===== src/hdl/jet_pkg.sv =====
// ----------------------------------------------------------------------------
// jet_pkg - shared types and constants for the Julia escape-time pixel engine
// Payload structs, configuration layout, register indexes and the saturation
// helper used by the start-value and iteration datapaths.
// ----------------------------------------------------------------------------
package jet_pkg;

    // Fixed-point format: signed Q4.28 in 32-bit words
    localparam int FRAC_BITS  = 28;
    localparam int ESC_SHIFT  = 2 * FRAC_BITS + 2;
    localparam int ITER_W     = 8;
    localparam logic [ITER_W-1:0] MAX_ITER = 8'd255;

    // Start-value queue between front and back
    localparam int QDEPTH = 2;
    localparam int QPTR_W = $clog2(QDEPTH);
    localparam int QCNT_W = $clog2(QDEPTH + 1);

    // Configuration register indexes
    localparam int CFG_ADDR_W = 3;
    localparam logic [CFG_ADDR_W-1:0] REG_ORIGIN_RE = 3'd0;
    localparam logic [CFG_ADDR_W-1:0] REG_ORIGIN_IM = 3'd1;
    localparam logic [CFG_ADDR_W-1:0] REG_STEP      = 3'd2;
    localparam logic [CFG_ADDR_W-1:0] REG_C_RE      = 3'd3;
    localparam logic [CFG_ADDR_W-1:0] REG_C_IM      = 3'd4;

    // Reset values
    localparam logic [31:0] RST_ORIGIN_RE = 32'hE000_0000;
    localparam logic [31:0] RST_ORIGIN_IM = 32'hE000_0000;
    localparam logic [30:0] RST_STEP      = 31'd2236962;
    localparam logic [31:0] RST_C_RE      = 32'hF999_999A;
    localparam logic [31:0] RST_C_IM      = 32'h0999_999A;

    localparam logic signed [63:0] SAT_MAX = 64'sh0000_0000_7FFF_FFFF;
    localparam logic signed [63:0] SAT_MIN = 64'shFFFF_FFFF_8000_0000;

    typedef struct packed {
        logic [11:0] pixel_x;
        logic [11:0] pixel_y;
    } jet_in_t;

    typedef struct packed {
        logic [7:0] iterations;
        logic [7:0] red;
        logic [7:0] green;
        logic [7:0] blue;
    } jet_out_t;

    typedef struct packed {
        logic [31:0] origin_re;
        logic [31:0] origin_im;
        logic [30:0] step;
        logic [31:0] c_re;
        logic [31:0] c_im;
    } jet_cfg_t;

    // One queued start value
    typedef struct packed {
        logic [31:0] zr;
        logic [31:0] zi;
    } jet_start_t;

    typedef enum logic [1:0] {
        B_IDLE,
        B_MUL,
        B_ADD,
        B_DONE
    } jet_bstate_t;

    // Clamp a 64-bit signed value to the signed 32-bit word
    function automatic logic [31:0] sat32(input logic signed [63:0] v);
        logic [31:0] r;
        if (v > SAT_MAX)
        begin
            r = SAT_MAX[31:0];
        end
        else if (v < SAT_MIN)
        begin
            r = SAT_MIN[31:0];
        end
        else
        begin
            r = v[31:0];
        end
        return r;
    endfunction

endpackage


===== src/hdl/jet_front.sv =====
// ----------------------------------------------------------------------------
// jet_front - start-value front end
// Accepts pixel beats, scales them by the step and offsets them by the
// origin, then pushes the saturated start value into the queue.
// ----------------------------------------------------------------------------
module jet_front (
    input  logic               clk,
    input  logic               rst_n,
    input  logic               pix_valid,
    output logic               pix_stall,
    input  jet_pkg::jet_in_t   pix,
    input  jet_pkg::jet_cfg_t  cfg,
    output logic               push,
    input  logic               push_ready,
    output jet_pkg::jet_start_t push_data
);
    import jet_pkg::*;

    logic        s1_valid_reg, s1_valid_next;
    logic [42:0] prod_x_reg, prod_x_next;
    logic [42:0] prod_y_reg, prod_y_next;
    logic        take;
    logic signed [63:0] sum_x, sum_y;

    assign push      = s1_valid_reg && push_ready;
    assign pix_stall = s1_valid_reg && !push_ready;
    assign take      = pix_valid && !pix_stall;

    always_comb
    begin
        s1_valid_next = s1_valid_reg;
        prod_x_next   = prod_x_reg;
        prod_y_next   = prod_y_reg;
        if (push)
        begin
            s1_valid_next = 1'b0;
        end
        if (take)
        begin
            s1_valid_next = 1'b1;
            prod_x_next   = 43'(pix.pixel_x) * 43'(cfg.step);
            prod_y_next   = 43'(pix.pixel_y) * 43'(cfg.step);
        end
    end

    // exact sum of origin and scaled pixel, then clamp
    always_comb
    begin
        sum_x = $signed({{32{cfg.origin_re[31]}}, cfg.origin_re})
              + $signed({21'b0, prod_x_reg});
        sum_y = $signed({{32{cfg.origin_im[31]}}, cfg.origin_im})
              + $signed({21'b0, prod_y_reg});
        push_data.zr = sat32(sum_x);
        push_data.zi = sat32(sum_y);
    end

    always_ff @(posedge clk or negedge rst_n)
    begin
        if (!rst_n)
        begin
            s1_valid_reg <= 1'b0;
        end
        else
        begin
            s1_valid_reg <= s1_valid_next;
        end
    end

    always_ff @(posedge clk)
    begin
        prod_x_reg <= prod_x_next;
        prod_y_reg <= prod_y_next;
    end

endmodule


===== config.mk =====
export PLATFORM = sky130hd
export DESIGN_NAME = jet_front
export DESIGN_NICKNAME = d
export VERILOG_FILES = /design/src/hdl/jet_pkg.sv /design/src/hdl/jet_front.sv
export SDC_FILE = /design/constraint.sdc
export NUM_CORES = 2
export LEC_CHECK = 0
export CAP_MARGIN = 20
export CORE_UTILIZATION = 55
export CTS_CLUSTER_DIAMETER = 60
export DETAILED_ROUTE_END_ITERATION = 16
export DONT_BUFFER_PORTS = 1
export HOLD_SLACK_MARGIN = 0.08
export PLACE_DENSITY = 0.69
export REMOVE_ABC_BUFFERS = 1
export SYNTH_ARGS = -nofsm -noshare
export SYNTH_HDL_FRONTEND = slang
export SYNTH_SLANG_ARGS = --single-unit

===== constraint.sdc =====
create_clock -name clk -period 5.4 [get_ports clk]
set_input_delay 0.54 -clock clk [delete_from_list [all_inputs] [get_ports clk]]
set_output_delay 0.54 -clock clk [all_outputs]
set_load 0.01 [all_outputs]

Word level (Yosys, flattened, before mapping):

Cells that the tools add are included.
Widths: inputs -> output; s select.

* add/subtract/negate cells: 2
* multiply operators: 2
* $lt $le $gt $ge: 4
* mux-type cells: 6
* reductions and logical operators: 6

Operators by type and width (count)
* $mux 32: 4
* $add 32x44->45: 2
* $gt 45x32->1 const B: 2
* $lt 45x32->1 const B: 2
* $mul 12x31->43: 2
* $logic_and 1x1->1: 3
* $logic_not 1->1: 2
* $mux 1: 2
* $reduce_bool 2->1: 1

* flip-flop bits (word level): 87
* output and inout bits: 66
* word-level logic and storage cells: 23

Longest topological paths before layout:

* word-level depth: 5
* gate-level depth with buffers: 24

Least setup slack after synthesis:

No wires, ideal clock.

* path type: input port to flip-flop
* start: in cfg[71] (netlist name)
* end: reg prod_y_reg[37] (data pin)
* setup time: 0.266 ns
* data arrival time: 5.834 ns
* required time: 5.134 ns
* path slack: -0.700 ns
* cell stages on the path: 20
* path buffers: 1
* cells stage by stage: clkbuf_1 -> nand2_1 -> fa_1 -> fa_1 -> fa_1 -> inv_1 -> fa_1 -> inv_1 -> fa_1 -> inv_1 -> ha_1 -> a2111oi_0 -> o21ai_0 -> a21oi_1 -> a21boi_0 -> a211oi_1 -> o311ai_0 -> a31oi_1 -> o21ai_0 -> xor2_1

* word-level cells in the longest chain between the ends: 1

RTL lines
* start, declared: RTL line jet_front.sv:12 `input jet_pkg::jet_cfg_t cfg,`
* $mul 12x31->43: RTL line jet_front.sv:42 `prod_y_next = 43'(pix.pixel_y) * 43'(cfg.step);`
* end signal, assigned: RTL line jet_front.sv:72 `prod_y_reg <= prod_y_next;`
* end, declared: RTL line jet_front.sv:21 `logic [42:0] prod_y_reg, prod_y_next;`

No other way between the ends.
A chain may end at the register's enable or synchronous reset.

Final worst setup path:

* start: in pix[23] (netlist name)
* end: reg prod_x_reg[41] (data pin)

* word-level cells in the longest chain between the ends: 1

RTL lines
* start, declared: RTL line jet_front.sv:11 `input jet_pkg::jet_in_t pix,`
* $mul 12x31->43: RTL line jet_front.sv:41 `prod_x_next = 43'(pix.pixel_x) * 43'(cfg.step);`
* end signal, assigned: RTL line jet_front.sv:71 `prod_x_reg <= prod_x_next;`
* end, declared: RTL line jet_front.sv:20 `logic [42:0] prod_x_reg, prod_x_next;`

No other way between the ends.

==> impl_metrics.tcl <==
set metrics [dict create \
    worst_pin_slew_ns 0.721 \
    clk_latency_ns 0.39 \
    setup.worst_path.start_class "primary input" \
    finalWeightedCongestion 0.900 \
    syn_area_um2 31400 \
    yosysMostFrequentCell "inv_1" \
    placed_cell_area_um2 32700 \
    fmax_mhz 186 \
    dp_slack_ns -0.775 \
    die_h_um 241 \
    grt_setup_unrepaired "true" \
    grt_max_degree 45 \
    dieArea_um2 58100 \
    route.detailed.drc 0 \
    wl_per_cell_um 15.9 \
    worst_slack_ns 0.0191 \
    drt_wl_total_um 70700 \
    fin_crit_ns 5.38 \
    dpl.hpwl_um 56400 \
    clock_skew_ns 0.0138 \
    clk_path_buf_depth 2 \
    hold_depth 1 \
    leakagePower_nw 16.7 \
    synth_top_area_cell "fa_1" \
    synth_cells 3716 \
    maxCapViolations 0 \
    finalHoldViolCount 0 \
    clockRootBuffer "clkbuf_16" \
    r2r-start "s1_valid_reg$_DFFE_PN0P_" \
    cts_sinks 87 \
    clk_pin_slew_ns 0.07 \
    status "finished, final reports clean" \
    setup_viol 0 \
    crit_arrival_ns 5.51 \
    cts-htree-levels 3 \
    via_count 24600 \
    fin_crit_sh_pct 99.6 \
    critical_path_class "primary input to flop" \
    ys_ff_latch 87 \
    r2r_slack_ns 3.37 \
    final_util_pct 59.2 \
    relSlewSlack_pct 51.8 \
    hold_class "primary input to flop" \
    seq_area_frac_synth_pct 8.29 \
    design.core.area_um2 56500 \
    max-vdd-ir-drop_uv 730 \
    ant_nets 0 \
    drt_iter0_drc 1248 \
    cts_tree "done" \
    rows 87 \
    rr_worst_depth 3 \
    reg2reg_to "prod_x_reg[30]$_DFFE_PP_" \
    worstPathRequired_ns 5.53 \
    post-place-cells 4424 \
    drive_above_1_share_pct 6.85 \
    synth.avg_cell_area_um2 8.46 \
    cts-buffers-inserted 9 \
    crit_fanout 31 \
    p_total_mw 25.5 \
    grt_pass1_wl_um 120000 \
    yosysUniqueCellTypes 84 \
    fin_nets 4705 \
    vias_per_cell 5.53 \
    hold_path.startpoint "pix_valid" \
    first_global_vias 25400 \
    syn2layout_area_growth_pct 6.43 \
    start_util_pct 55.7 \
    ys.flop_type "edfxtp_1" \
    synthTopCellsByArea "fa_1 37%, ha_1 9.9%, inv_1 8.3%" \
    synth_edf_count 86 \
    yosysTopAreaCellShare_pct 37.0 \
    min_to "s1_valid_reg$_DFFE_PN0P_" \
    grt.overflow.total 0 \
    antenna_found_initial 0 \
    synth_commonest_cells "698 x inv_1, 630 x nand2_1, 582 x fa_1" \
    finalMaxSlewViolations 0 \
    cp-end-kind "flop" \
    io_buffers 0 \
    dieWidth_um 241 \
    grtUsageTotal_pct 25.5 \
    ioPinCount 253 \
    power_density_nw_per_um2 763 \
    yosys_warnings 0 \
    dr.pass1.iters 5 \
    fin_cells 4448 \
    final_area_um2 33500 \
    async_flop_share_pct 1.15 \
]
-- critical path: stages --
cell and delay [ns]:
and2_4 0.15, fa_1 0.55, fa_1 0.45, fa_1 0.49, fa_1 0.51, inv_1 0.05
fa_1 0.52, inv_2 0.05, ha_4 0.23, a21o_1 0.18, a21oi_2 0.11, nor2b_1 0.06
a311oi_2 0.26, buf_4 0.18, a21oi_4 0.07, o311a_4 0.38, o2111ai_2 0.20, buf_6 0.15
a31o_4 0.16, o21ai_2 0.05, xor2_1 0.14
-- per-layer routing --
metal	share of wire, %	wire length [um]	global-route usage [%]
met2	50	35100	44.2
met3	5.0	3540	3.28
met5	0	0	0
met4	1.6	1130	5.18
met1	44	30900	34.3
-- where the power goes --
group / switching, mW / internal (mW) / total, mW / leakage [nW]
Combinational: 11.9 / 11.0 / 22.8 / 15.7
Clock: 0.275 / 0.403 / 0.678 / 0.151
Sequential: 0.115 / 1.91 / 2.02 / 0.831
-- layout make-up --
class	count	area [um2]
inverter	699	2620
clock inverter	4	70.1
multi-input combinational	2744	25900
clock buffer	12	236
tap	756	946
sequential	87	2610
timing repair buffer	145	1100
fill	5058	23000
antenna	1	2.50
-- worst max path at each step --
stage,depth (start not counted),end,start,slack (ns)
floorplan,21,prod_y_reg[37]$_DFFE_PP_,cfg[69],-0.41
global placement,21,prod_y_reg[37]$_DFFE_PP_,cfg[71],-0.63
detailed placement,21,prod_y_reg[37]$_DFFE_PP_,cfg[71],-0.77
CTS,21,prod_x_reg[35]$_DFFE_PP_,pix[23],0.004
global route,23,prod_x_reg[41]$_DFFE_PP_,cfg[67],-0.15
finish,21,prod_x_reg[41]$_DFFE_PP_,pix[23],0.02
-- cells by family (layout without fill, tap and decap cells) --
family	count (synthesis)	count (layout)	share of synthesized area, %
simple gates	1186	1186	17.8
buf+inv	885	860	10.8
fa+ha+maj	832	832	47.0
compound gates	588	588	12.3
xor+xnor	136	136	3.79
flops	87	87	8.29
mux	2	2	0.0637
other cells	0	1	0
-- what timing repair did --
action	CTS	global route
resized for setup	27	67
buffers inserted	3	4
endpoints found under the hold margin	1	0
endpoints found under the setup margin	17	27
hold buffers	1	0
pin swaps	14	56
-- through the flow --
step / hold WS, ns / TNS, ns
global route: 0.248 / -0.779
global placement: 0.244 / -11.91
finish: 0.257 / 0
floorplan: 0.244 / -3.33
CTS: 0.241 / 0
detailed placement: 0.244 / -14.23
-- cells in the final DEF (no fill, tap or decap), types with 31 or more instances in the layout --
cell type    n
nand3_1     32
nand2_1    628
o21bai_1    31
buf_4      141
o21ai_0     62
and2_1     222
nor2_1      99
edfxtp_1    86
fa_1       580
nor3_1      32
o21ai_1     54
inv_1      694
xor2_1      51
a21oi_1    148
a21o_1     120
ha_1       245
xnor2_1     84
nand4_1     35
Note: power is estimated with default switching activity, not from simulation.
