File: src/hdl/jet_pkg.sv
// ----------------------------------------------------------------------------
// jet_pkg - shared types and constants for the Julia escape-time pixel engine
// Payload structs, configuration layout, register indexes and the saturation
// helper used by the start-value and iteration datapaths.
// ----------------------------------------------------------------------------
package jet_pkg;

    // Fixed-point format: signed Q4.28 in 32-bit words
    localparam int FRAC_BITS  = 28;
    localparam int ESC_SHIFT  = 2 * FRAC_BITS + 2;
    localparam int ITER_W     = 8;
    localparam logic [ITER_W-1:0] MAX_ITER = 8'd255;

    // Start-value queue between front and back
    localparam int QDEPTH = 2;
    localparam int QPTR_W = $clog2(QDEPTH);
    localparam int QCNT_W = $clog2(QDEPTH + 1);

    // Configuration register indexes
    localparam int CFG_ADDR_W = 3;
    localparam logic [CFG_ADDR_W-1:0] REG_ORIGIN_RE = 3'd0;
    localparam logic [CFG_ADDR_W-1:0] REG_ORIGIN_IM = 3'd1;
    localparam logic [CFG_ADDR_W-1:0] REG_STEP      = 3'd2;
    localparam logic [CFG_ADDR_W-1:0] REG_C_RE      = 3'd3;
    localparam logic [CFG_ADDR_W-1:0] REG_C_IM      = 3'd4;

    // Reset values
    localparam logic [31:0] RST_ORIGIN_RE = 32'hE000_0000;
    localparam logic [31:0] RST_ORIGIN_IM = 32'hE000_0000;
    localparam logic [30:0] RST_STEP      = 31'd2236962;
    localparam logic [31:0] RST_C_RE      = 32'hF999_999A;
    localparam logic [31:0] RST_C_IM      = 32'h0999_999A;

    localparam logic signed [63:0] SAT_MAX = 64'sh0000_0000_7FFF_FFFF;
    localparam logic signed [63:0] SAT_MIN = 64'shFFFF_FFFF_8000_0000;

    typedef struct packed {
        logic [11:0] pixel_x;
        logic [11:0] pixel_y;
    } jet_in_t;

    typedef struct packed {
        logic [7:0] iterations;
        logic [7:0] red;
        logic [7:0] green;
        logic [7:0] blue;
    } jet_out_t;

    typedef struct packed {
        logic [31:0] origin_re;
        logic [31:0] origin_im;
        logic [30:0] step;
        logic [31:0] c_re;
        logic [31:0] c_im;
    } jet_cfg_t;

    // One queued start value
    typedef struct packed {
        logic [31:0] zr;
        logic [31:0] zi;
    } jet_start_t;

    typedef enum logic [1:0] {
        B_IDLE,
        B_MUL,
        B_ADD,
        B_DONE
    } jet_bstate_t;

    // Clamp a 64-bit signed value to the signed 32-bit word
    function automatic logic [31:0] sat32(input logic signed [63:0] v);
        logic [31:0] r;
        if (v > SAT_MAX)
        begin
            r = SAT_MAX[31:0];
        end
        else if (v < SAT_MIN)
        begin
            r = SAT_MIN[31:0];
        end
        else
        begin
            r = v[31:0];
        end
        return r;
    endfunction

endpackage

File: src/hdl/jet_queue.sv
// ----------------------------------------------------------------------------
// jet_queue - short start-value queue
// Decouples the front end from the iteration engine so each can stall alone.
// ----------------------------------------------------------------------------
module jet_queue (
    input  logic                clk,
    input  logic                rst_n,
    input  logic                push,
    output logic                push_ready,
    input  jet_pkg::jet_start_t push_data,
    input  logic                pop,
    output logic                pop_valid,
    output jet_pkg::jet_start_t pop_data
);
    import jet_pkg::*;

    jet_start_t        mem [QDEPTH];
    logic [QPTR_W-1:0] wr_ptr_reg, wr_ptr_next;
    logic [QPTR_W-1:0] rd_ptr_reg, rd_ptr_next;
    logic [QCNT_W-1:0] count_reg, count_next;
    logic              do_push, do_pop;

    assign push_ready = (count_reg != QCNT_W'(QDEPTH));
    assign pop_valid  = (count_reg != '0);
    assign do_push    = push && push_ready;
    assign do_pop     = pop && pop_valid;
    assign pop_data   = mem[rd_ptr_reg];

    always_comb
    begin
        wr_ptr_next = wr_ptr_reg;
        rd_ptr_next = rd_ptr_reg;
        count_next  = count_reg;
        if (do_push)
        begin
            wr_ptr_next = (wr_ptr_reg == QPTR_W'(QDEPTH - 1)) ? '0 : wr_ptr_reg + 1'b1;
        end
        if (do_pop)
        begin
            rd_ptr_next = (rd_ptr_reg == QPTR_W'(QDEPTH - 1)) ? '0 : rd_ptr_reg + 1'b1;
        end
        if (do_push && !do_pop)
        begin
            count_next = count_reg + 1'b1;
        end
        else if (do_pop && !do_push)
        begin
            count_next = count_reg - 1'b1;
        end
    end

    always_ff @(posedge clk or negedge rst_n)
    begin
        if (!rst_n)
        begin
            wr_ptr_reg <= '0;
            rd_ptr_reg <= '0;
            count_reg  <= '0;
        end
        else
        begin
            wr_ptr_reg <= wr_ptr_next;
            rd_ptr_reg <= rd_ptr_next;
            count_reg  <= count_next;
        end
    end

    always_ff @(posedge clk)
    begin
        if (do_push)
        begin
            mem[wr_ptr_reg] <= push_data;
        end
    end

endmodule

File: config.mk
export PLATFORM = sky130hd
export DESIGN_NAME = jet_queue
export DESIGN_NICKNAME = d
export VERILOG_FILES = /design/src/hdl/jet_pkg.sv /design/src/hdl/jet_queue.sv
export SDC_FILE = /design/constraint.sdc
export NUM_CORES = 1
export LEC_CHECK = 0
export ABC_AREA = 1
export BUFFER_PORTS_ARGS = -buffer_cell sky130_fd_sc_hd__clkbuf_2
export CAP_MARGIN = 20
export CORE_MARGIN = 1.5
export CORE_UTILIZATION = 35
export CTS_CLUSTER_SIZE = 16
export DETAILED_ROUTE_END_ITERATION = 12
export PLACE_DENSITY_LB_ADDON = 0.08
export SLEW_MARGIN = 20
export SYNTH_ARGS = -nofsm -noshare
export SYNTH_HDL_FRONTEND = slang
export SYNTH_SLANG_ARGS = --single-unit
File: constraint.sdc
create_clock -name clk -period 9.78 [get_ports clk]
set_input_delay 0.489 -clock clk [delete_from_list [all_inputs] [get_ports clk]]
set_output_delay 0.489 -clock clk [all_outputs]
set_load 0.01 [all_outputs]
# Word level (Yosys, flattened, before mapping)
# Memory sizes are Yosys's and may differ from the RTL's.
# Index checks and enable logic that the tools add are counted.
# classes
n_addsub	4
eq_ne	1
n_mux	6
reduce_logical	8
# ops
cell	count
$logic_and A1 B1 Y1	4
$mux W1	4
$mux W2	2
$reduce_bool A2 Y1	2
$add A1 B1 Y1 const B	2
$add A2 B1 Y2 const B	1
$logic_not A1 Y1	2
$ne A2 B2 Y1 const B	1
$sub A2 B1 Y2 const B	1
# totals
reg_bits	4
ram_bits	128
input_bits	68
n_memories	1
# memory_table
name	depth	width	rd	rd_ports_with_merged_regs	write_ports	line_no	source
mem	2	64	1	0	1	jet_queue.sv:17	jet_start_t mem [QDEPTH];

# Depth between registers and ports, before layout
# Gate-level depths: netlist of run 1.
# depth
depth_word	6
depth_mapped	10
mapped_depth_nobuf	10

# Worst setup path after synthesis of run 1
# OpenSTA, ideal clock, no wires.
# synth_path
path_type	register to register
from	register count_reg[0]
to	memory mem[0][0] (netlist name) (enable)
setup_time_ns	0.486
t_arrival_ns	3.350
required_time_ns	9.294
slack_ns	5.944
stages_incl_launch_ff	5
n_path_buf	0
synth_period_minus_slack_ns	3.836
cell_sequence	dfrtp_1 > inv_1 > nand2_1 > nand2_1 > nor2_1
# synth_via
elab_chain_cells	4
# synth_lines
element	line_no	source
from (decl)	jet_queue.sv:20	logic [QCNT_W-1:0] count_reg, count_next;
from (signal assigned)	jet_queue.sv:64	count_reg <= count_next;
$ne A2 B2 Y1	jet_queue.sv:23	assign push_ready = (count_reg != QCNT_W'(QDEPTH));
net push_ready	jet_queue.sv:9	output logic push_ready,
$logic_and A1 B1 Y1	jet_queue.sv:25	assign do_push = push && push_ready;
$mux W1	jet_queue.sv:70	if (do_push)
$mux W1 (implied by the code)	jet_queue.sv:72	mem[wr_ptr_reg] <= push_data;
to (decl)	jet_queue.sv:17	
# The timed path passes the listed nets, and every way through them passes these cells.

==> flow_summary_export.csv, run 1 <==
group,metric,value,unit
routing,vias,3035,
clock_network,cts_max_level,4,
yosys,syn_area,4870,µm²
yosys,synth_seq_cells,132,
clock_network,clock_latency,0.40,ns
final_layout,syn_to_final_growth,28.0,%
place,dp_hpwl,5870,µm
critical_path,crit-reg2reg-launch,"count_reg[0]",
clock_network,postCtsSetupRepairBufs,0,
routing,drt_pass1_iterations,6,
clock_network,clk_pin_slew,0.05,ns
floorplan,start_util,36.4,%
power_and_ir_drop,vdd_drop_max,0.000126,V
power_and_ir_drop,share_comb_of_total_power,30.1,%
routing,drtIter0Drc,166,
yosys,ys_warn_count,0,
worst_hold_path,hp-class,"primary input to flop",
grt,grt_max_degree,66,
power_and_ir_drop,p_sw_share,32.8,%
floorplan,ios,134,
critical_path,endpoint_kind,"output pin",
routing,remaining_drc_errors,0,
floorplan,core_area,13400,µm²
timing,drv_slew,0,
routing,wirelength,9690,µm
flow_run,drv_cap,0,
place,dp_cells,662,
critical_path,critPathArrivalTime,2.04,ns
critical_path,critPathLaunchType,"flop",
final_layout,stdcell_count,695,
clock_network,cts_buffers,17,
yosys,postSynthCellCount,363,
final_layout,nFillCells,1240,
final_layout,mostFrequentLayoutCell,"nand2_1",
final_layout,final_util,46.5,%
critical_path,endpoint,"pop_data[43]",
timing,finClkSkew,0.00421,ns
routing,wl_per_cell,13.9,µm
floorplan,die_y,121,µm
worst_hold_path,worstHoldStart,"push_data[11]",
timing,whs,0.271,ns
critical_path,crit_required,9.29,ns
routing,via_per_inst,4.37,
timing,finalSetupViolations,0,
power_and_ir_drop,p_clk_share,28.4,%
timing,worst_slack,7.25,ns
floorplan,die_x,121,µm
critical_path,rr_worst_depth,5,
clock_network,cts.sinks,132,
grt,grt_pass1_vias,2934,
critical_path,crit_type,"flop to output pin",
place,numPortBuffers,133,
final_layout,nNetsFinal,575,
grt,overflow,0,
timing,fmax,0.395,GHz
timing,rsz0062_at_grt,"no",
timing,fin_crit_sh,25.9,%
yosys,yosysSeqAreaShare,80.9,%
floorplan,die_area,14600,µm²
run_status,status,"finished, final reports clean",
critical_path,r2r_slack,7.38,ns
power_and_ir_drop,p_leak,2.72,nW
floorplan,row_count,42,
grt,track_usage,14.0,%
final_layout,drive_gt1_share,31.4,%
place,gp_congestion,0.684,
timing,tightest_slew,0.892,ns
power_and_ir_drop,p_seq_share,41.5,%
final_layout,diodes,0,
final_layout,final_cell_mix,"nand2_1, clkbuf_2, edfxtp_1, clkbuf_16, clkbuf_1",
clock_network,cts_resized,0,
routing,postRouteAntennaNets,0,
timing,tns,0,ns
grt,grt_pass1_wl,14800,µm
critical_path,r2r_end,"mem[1][43]",
clock_network,root_buffer,"clkbuf_16",
timing,min_period,2.53,ns
critical_path,setup.worst_path.start,"rd_ptr_reg",
yosys,syn_avg_cell_area,13.4,µm²
power_and_ir_drop,p_per_area,311,nW/µm²
yosys,synthesis.nets,432,
power_and_ir_drop,p_int,1.30,mW
place,pre_cts_slack,7.24,ns
critical_path,cp_max_fo,47,
final_layout,largest_register_ffs,128,
clock_network,cts_tree,"built",
yosys,ys_types,13,
power_and_ir_drop,p_sw,0.637,mW
timing,hold_viol,0,
grt,antenna_found_initial,0,
timing,max_slew_margin,40.4,%
clock_network,clockBufferDepth,2,
power by group through the flow:
stage / Clock, mW / Combinational (mW) / Sequential [mW]
after CTS: 0.563 / 0.607 / 0.807
final: 0.551 / 0.585 / 0.806
after detailed placement: 0 / 0.605 / 0.817
after global routing: 0.589 / 0.662 / 0.816
after global placement: 0 / 0.604 / 0.814
after floorplan: 0 / 0.361 / 0.822
repair_timing:
action | in CTS | in global routing
hold endpoints to repair | 4 | 0
hold buffers | 1 | 0
endpoints found under the setup margin | 0 | 0
how the worst min path moves through the flow:
stage	end	cells after the start	slack, ns
3_5_place_dp	count_reg[0]	1	0.31
4_1_cts	mem[1][29]	1	0.25
5_1_grt	mem[1][3]	1	0.25
2_1_floorplan	count_reg[0]	0	0.19
6_report	mem[0][11]	1	0.27
3_3_place_gp	count_reg[0]	1	0.31
worst max-delay path, cell delays in order (launching register included):
cell and delay (ns):
dfrtp_2 0.41, inv_2 0.28, buf_4 0.55, nand2_1 0.11
nand2_1 0.13, clkbuf_2 0.14
synth_stat cells (all sizes together):
cell type	instances	share of area (%)
nand3	2	0.21
dfrtp	4	2.1
nor2	2	0.15
nand2	202	16
nand4	1	0.13
edfxtp	128	79
inv	7	0.54
ha	1	0.26
xor2	1	0.18
buf	14	1.8
xnor2	1	0.18
area by class of cell:
cell class                      count  area, µm²  share of cell area, %
Clock buffer                       25        455                   7.30
Clock inverter                      7       57.6                  0.923
Inverter                            7       26.3                  0.421
Multi-Input combinational cell    210        827                   13.3
Sequential cell                   132       3950                   63.2
Tap cell                          176        220                   3.53
Timing Repair Buffer              138        706                   11.3
logic make-up after synthesis:
| kind of cell | Yosys count | share of synthesized area, % |
|---|---|---|
| and+or+nand+nor | 207 | 16.1 |
| DFF | 132 | 80.9 |
| buffers and inverters | 21 | 2.39 |
| xor gates and xnor gates | 2 | 0.360 |
| adders and majority gates | 1 | 0.257 |
metrics by stage:
stage	power [mW]	instance area, µm²
after global routing	2.07	6240
after CTS	1.98	6240
after floorplan	1.18	4870
final	1.94	6240
after detailed placement	1.42	5710
after global placement	1.42	5710
metal layers:
layer	GRT usage [%]	vias to the layer above	wire length, µm
met5	0	-	0
met4	6.62	0	159
met3	5.50	12	686
met2	22.7	103	4700
met1	16.2	1414	4140
li1	-	1506	-
No activity file was read; power rests on OpenSTA's default activity.
==> run 2, diff against run 1 <==
Clock period 9.78 ns to 2.52 ns, I/O delays scaled along.
==> flow_summary_export.csv, run 2 (synthesized netlist as in run 1, its figures left out) <==
group,metric,value,unit
power_and_ir_drop,power,7.73,mW
clock_network,cts_resized,0,
critical_path,critPathMaxStageDelay,0.60,ns
routing,drt_pass1_iterations,4,
timing,hold_viol,0,
critical_path,cp_common_cell,"nand2_1",
clock_network,cts_tree,"built",
final_layout,final_cell_mix,"nand2_1, clkbuf_2, edfxtp_1, dlygate4sd3_1, clkbuf_16",
clock_network,postCtsSetupRepairBufs,0,
critical_path,crit_type,"flop to output pin",
clock_network,holdBufCountCts,66,
timing,rsz0062_at_grt,"no",
final_layout,drive_gt1_share,28.2,%
final_layout,diodes,0,
routing,via_per_inst,4.26,
routing,remaining_drc_errors,0,
timing,worst_slack,0.633,ns
routing,wirelength,10000,µm
floorplan,die_x,121,µm
critical_path,crit_required,2.39,ns
critical_path,endpoint_kind,"output pin",
critical_path,slowest_stage,"buf_4",
place,gp_congestion,0.687,
final_layout,stdcell_count,761,
critical_path,path_cells,"buf_4, nand2_1, nand2_1, clkbuf_2",
power_and_ir_drop,vdd_drop_max,0.000484,V
final_layout,nNetsFinal,643,
clock_network,cts.sinks,132,
routing,postRouteAntennaNets,0,
timing,finalSetupViolations,0,
clock_network,cts_buffers,17,
place,dp_hpwl,5870,µm
final_layout,nFillCells,1235,
clock_network,clockBufferDepth,2,
floorplan,die_y,121,µm
grt,grt_max_degree,66,
place,dp_cells,665,
flow_run,drv_cap,0,
clock_network,root_buffer,"clkbuf_16",
timing,min_period,1.89,ns
critical_path,critPathLaunchType,"flop",
place,numPortBuffers,133,
timing,fmax,0.530,GHz
floorplan,row_count,42,
critical_path,cp_max_fo,65,
final_layout,mostFrequentLayoutCell,"nand2_1",
clock_network,clock_latency,0.40,ns
routing,vias,3244,
clock_network,cts_max_level,4,
floorplan,start_util,36.4,%
final_layout,syn_to_final_growth,42.4,%
routing,drtIter0Drc,134,
grt,track_usage,14.2,%
timing,tightest_slew,0.746,ns
floorplan,die_area,14600,µm²
place,pre_cts_slack,0.881,ns
timing,max_slew_margin,50.3,%
final_layout,largest_register_ffs,128,
floorplan,core_area,13400,µm²
critical_path,critPathArrivalTime,1.76,ns
run_status,status,"finished, final reports clean",
clock_network,clk_pin_slew,0.05,ns
worst_hold_path,hp-class,"primary input to async pin",
grt,grt_pass1_wl,15300,µm
grt,grt_pass1_vias,3197,
timing,fin_crit_sh,74.9,%
grt,antenna_found_initial,0,
grt,overflow,0,
floorplan,ios,134,
timing,finClkSkew,0.00578,ns
routing,wl_per_cell,13.1,µm
timing,drv_slew,0,
power_and_ir_drop,p_leak,3.02,nW
power_and_ir_drop,p_per_area,1110,nW/µm²
run 2: cell types whose count changed in the layout (fill, tap and decap cells not counted), sizes merged:
cell	change
buf	+3
bufinv	+1
clkbuf	-4
clkinv	+1
dlygate4sd3	+65
run 2: power breakdown:
group	switching (mW)	leakage, nW	internal (mW)	total [mW]
logic	1.58	1.52	0.822	2.40
registers	0.115	1.24	3.01	3.12
clock network	0.787	0.258	1.42	2.21
run 2: path summary, 6_finish.rpt:
check | to | start | cells past startpoint | slack, ns
worst max register to register | mem[1][2] | count_reg[0] | 5 | 0.90
worst min-delay path | count_reg[1] | rst_n | 2 | 0.07
worst max-delay path | pop_data[23] | rd_ptr_reg | 4 | 0.63
min in group clk | wr_ptr_reg | push | 3 | 0.16
max in group asynchronous | rd_ptr_reg | rst_n | 2 | 2.30
worst min register to register | count_reg[0] | count_reg[0] | 1 | 0.49
run 2: area by class of cell:
class	count	area [µm²]	area share (%)
tap	176	220	3.17
clock inverter	9	88.8	1.28
sequential	132	3950	56.9
multi-input combinational	210	827	11.9
inverter	7	26.3	0.379
clock buffer	21	440	6.35
timing repair buffer	206	1390	20.1
run 2: metal layers:
layer	part of all wire (%)	vias up	track usage (%)
li1	-	1644	-
met1	42	1495	15.7
met2	50	91	24.5
met3	6.2	14	4.93
met4	1.6	0	6.62
met5	0	-	0
run 2: stage by stage:
stage	util, %	TNS (ns)	cell area [µm²]	hold WS, ns
6_report	51.8	0	6940	0.0699
5_1_grt	51.8	0	6940	0.0702
3_3_place_gp	42.9	0	5750	-0.0584
2_1_floorplan	-	-33.32	4880	-0.170
3_5_place_dp	42.9	0	5750	-0.0558
4_1_cts	51.8	0	6940	0.0435
run 2: critical path: cells and delay by family (launching register included):
kind	cells	cell delay (ns)
buffers and inverters	2	0.74
DFF	1	0.36
and+or+nand+nor	2	0.24
==> run 3, diff against run 2 <==
Clock period 2.52 ns to 1.7 ns, I/O delays scaled along.
==> flow_summary_export.csv, run 3 (synthesized netlist as in run 1, its figures left out) <==
group,metric,value,unit
critical_path,critPathLaunchType,"flop",
critical_path,crit_type,"flop to output pin",
clock_network,clk_pin_slew,0.05,ns
floorplan,core_area,13400,µm²
grt,track_usage,14.8,%
timing,worst_slack,0.159,ns
timing,finClkSkew,0.00379,ns
critical_path,r2r_slack,0.25,ns
place,dp_cells,667,
grt,antenna_found_initial,0,
clock_network,cts_resized,0,
final_layout,stdcell_count,766,
floorplan,ios,134,
place,numPortBuffers,133,
final_layout,mostFrequentLayoutCell,"nand2_1",
place,gp_congestion,0.725,
timing,fmax,0.649,GHz
power_and_ir_drop,vdd_drop_max,0.000896,V
worst_hold_path,hp-class,"primary input to async pin",
final_layout,largest_register_ffs,128,
timing,fin_crit_sh,90.7,%
clock_network,root_buffer,"clkbuf_16",
clock_network,clockBufferDepth,2,
routing,vias,3303,
grt,grt_pass1_wl,16000,µm
floorplan,row_count,42,
floorplan,start_util,36.4,%
critical_path,crit_required,1.62,ns
clock_network,cts_tree,"built",
final_layout,syn_to_final_growth,44.3,%
routing,wl_per_cell,13.9,µm
clock_network,cts_buffers,17,
timing,finalSetupViolations,0,
critical_path,endpoint_kind,"output pin",
clock_network,cts.sinks,132,
final_layout,final_cell_mix,"nand2_1, clkbuf_2, edfxtp_1, dlygate4sd3_1, clkbuf_16",
place,pre_cts_slack,0.272,ns
clock_network,clock_latency,0.40,ns
final_layout,multiInputGateArea,842,µm²
grt,grt_max_degree,54,
grt,overflow,0,
timing,drv_slew,0,
timing,min_period,1.54,ns
power_and_ir_drop,p_per_area,1650,nW/µm²
timing,hold_viol,0,
grt,grt_pass1_vias,3312,
routing,postRouteAntennaNets,0,
timing,max_slew_margin,78.1,%
final_layout,drive_gt1_share,28.8,%
final_layout,final_util,52.5,%
final_layout,regArea,3950,µm²
place,dp_hpwl,6270,µm
power_and_ir_drop,p_leak,3.05,nW
routing,drtIter0Drc,159,
routing,via_per_inst,4.31,
clock_network,postCtsSetupRepairBufs,0,
critical_path,critPathArrivalTime,1.46,ns
timing,tightest_slew,0.328,ns
final_layout,nFillCells,1171,
floorplan,die_area,14600,µm²
floorplan,die_x,121,µm
timing,rsz0062_at_grt,"no",
flow_run,drv_cap,0,
final_layout,nNetsFinal,647,
routing,drt_pass1_iterations,4,
routing,wirelength,10600,µm
floorplan,die_y,121,µm
run_status,status,"finished, final reports clean",
final_layout,diodes,0,
routing,remaining_drc_errors,0,
critical_path,cp_max_fo,28,
clock_network,cts_max_level,4,
-- run 3: final timing paths --
| kind | from | to | depth (start not counted) |
|---|---|---|---|
| setup / recovery | rd_ptr_reg | pop_data[3] | 4 |
| hold / removal | rst_n | count_reg[0] | 2 |
| setup reg to reg | count_reg[0] | count_reg[1] | 9 |
| hold reg to reg | count_reg[0] | count_reg[0] | 1 |
| max in group asynchronous | rst_n | rd_ptr_reg | 2 |
| min in group clk | push_data[21] | mem[0][21] | 2 |
-- run 3: critical path: stages, from the launching register on --
cell      delay [ns]
dfrtp_2         0.39
buf_4           0.32
nand2_1         0.09
nand2_1         0.11
clkbuf_2        0.14
-- run 3: where the power goes --
| part | internal (mW) | total [mW] | switching (mW) | leakage [nW] |
|---|---|---|---|---|
| registers | 4.45 | 4.64 | 0.188 | 1.24 |
| logic | 1.39 | 3.84 | 2.44 | 1.57 |
| clock network | 1.95 | 3.13 | 1.18 | 0.247 |
-- run 3: final cells by class --
type	count	area share, %
Clock inverter	10	0.943
Sequential cell	132	56.1
Timing Repair Buffer	210	21.2
Tap cell	176	3.13
Clock buffer	21	6.26
Multi-Input combinational cell	210	12.0
Inverter	7	0.374
-- run 3: per-stage QoR --
stage | TNS, ns | hold WS [ns] | total power [mW] | area [µm²]
2_1_floorplan | -34.77 | -0.211 | 6.80 | 4900
3_3_place_gp | 0 | -0.0977 | 8.38 | 5830
3_5_place_dp | 0 | -0.0945 | 8.41 | 5830
4_1_cts | 0 | 0.00384 | 11.7 | 7010
5_1_grt | 0 | 0.0231 | 12.3 | 7030
6_report | 0 | 0.0321 | 11.6 | 7030
-- run 3: repair_timing --
item,in CTS,in global routing
endpoints found under the hold margin,134,0
hold buffers,67,0
endpoints found under the setup margin,0,1
-- run 3: layer usage --
layer	routed length (µm)	up-vias	global-route usage [%]	share of wire, %
li1	-	1648	-	-
met1	4520	1531	17.0	43
met2	5300	103	25.0	50
met3	601	21	4.89	5.7
met4	198	0	7.13	1.9
met5	0	-	0	0
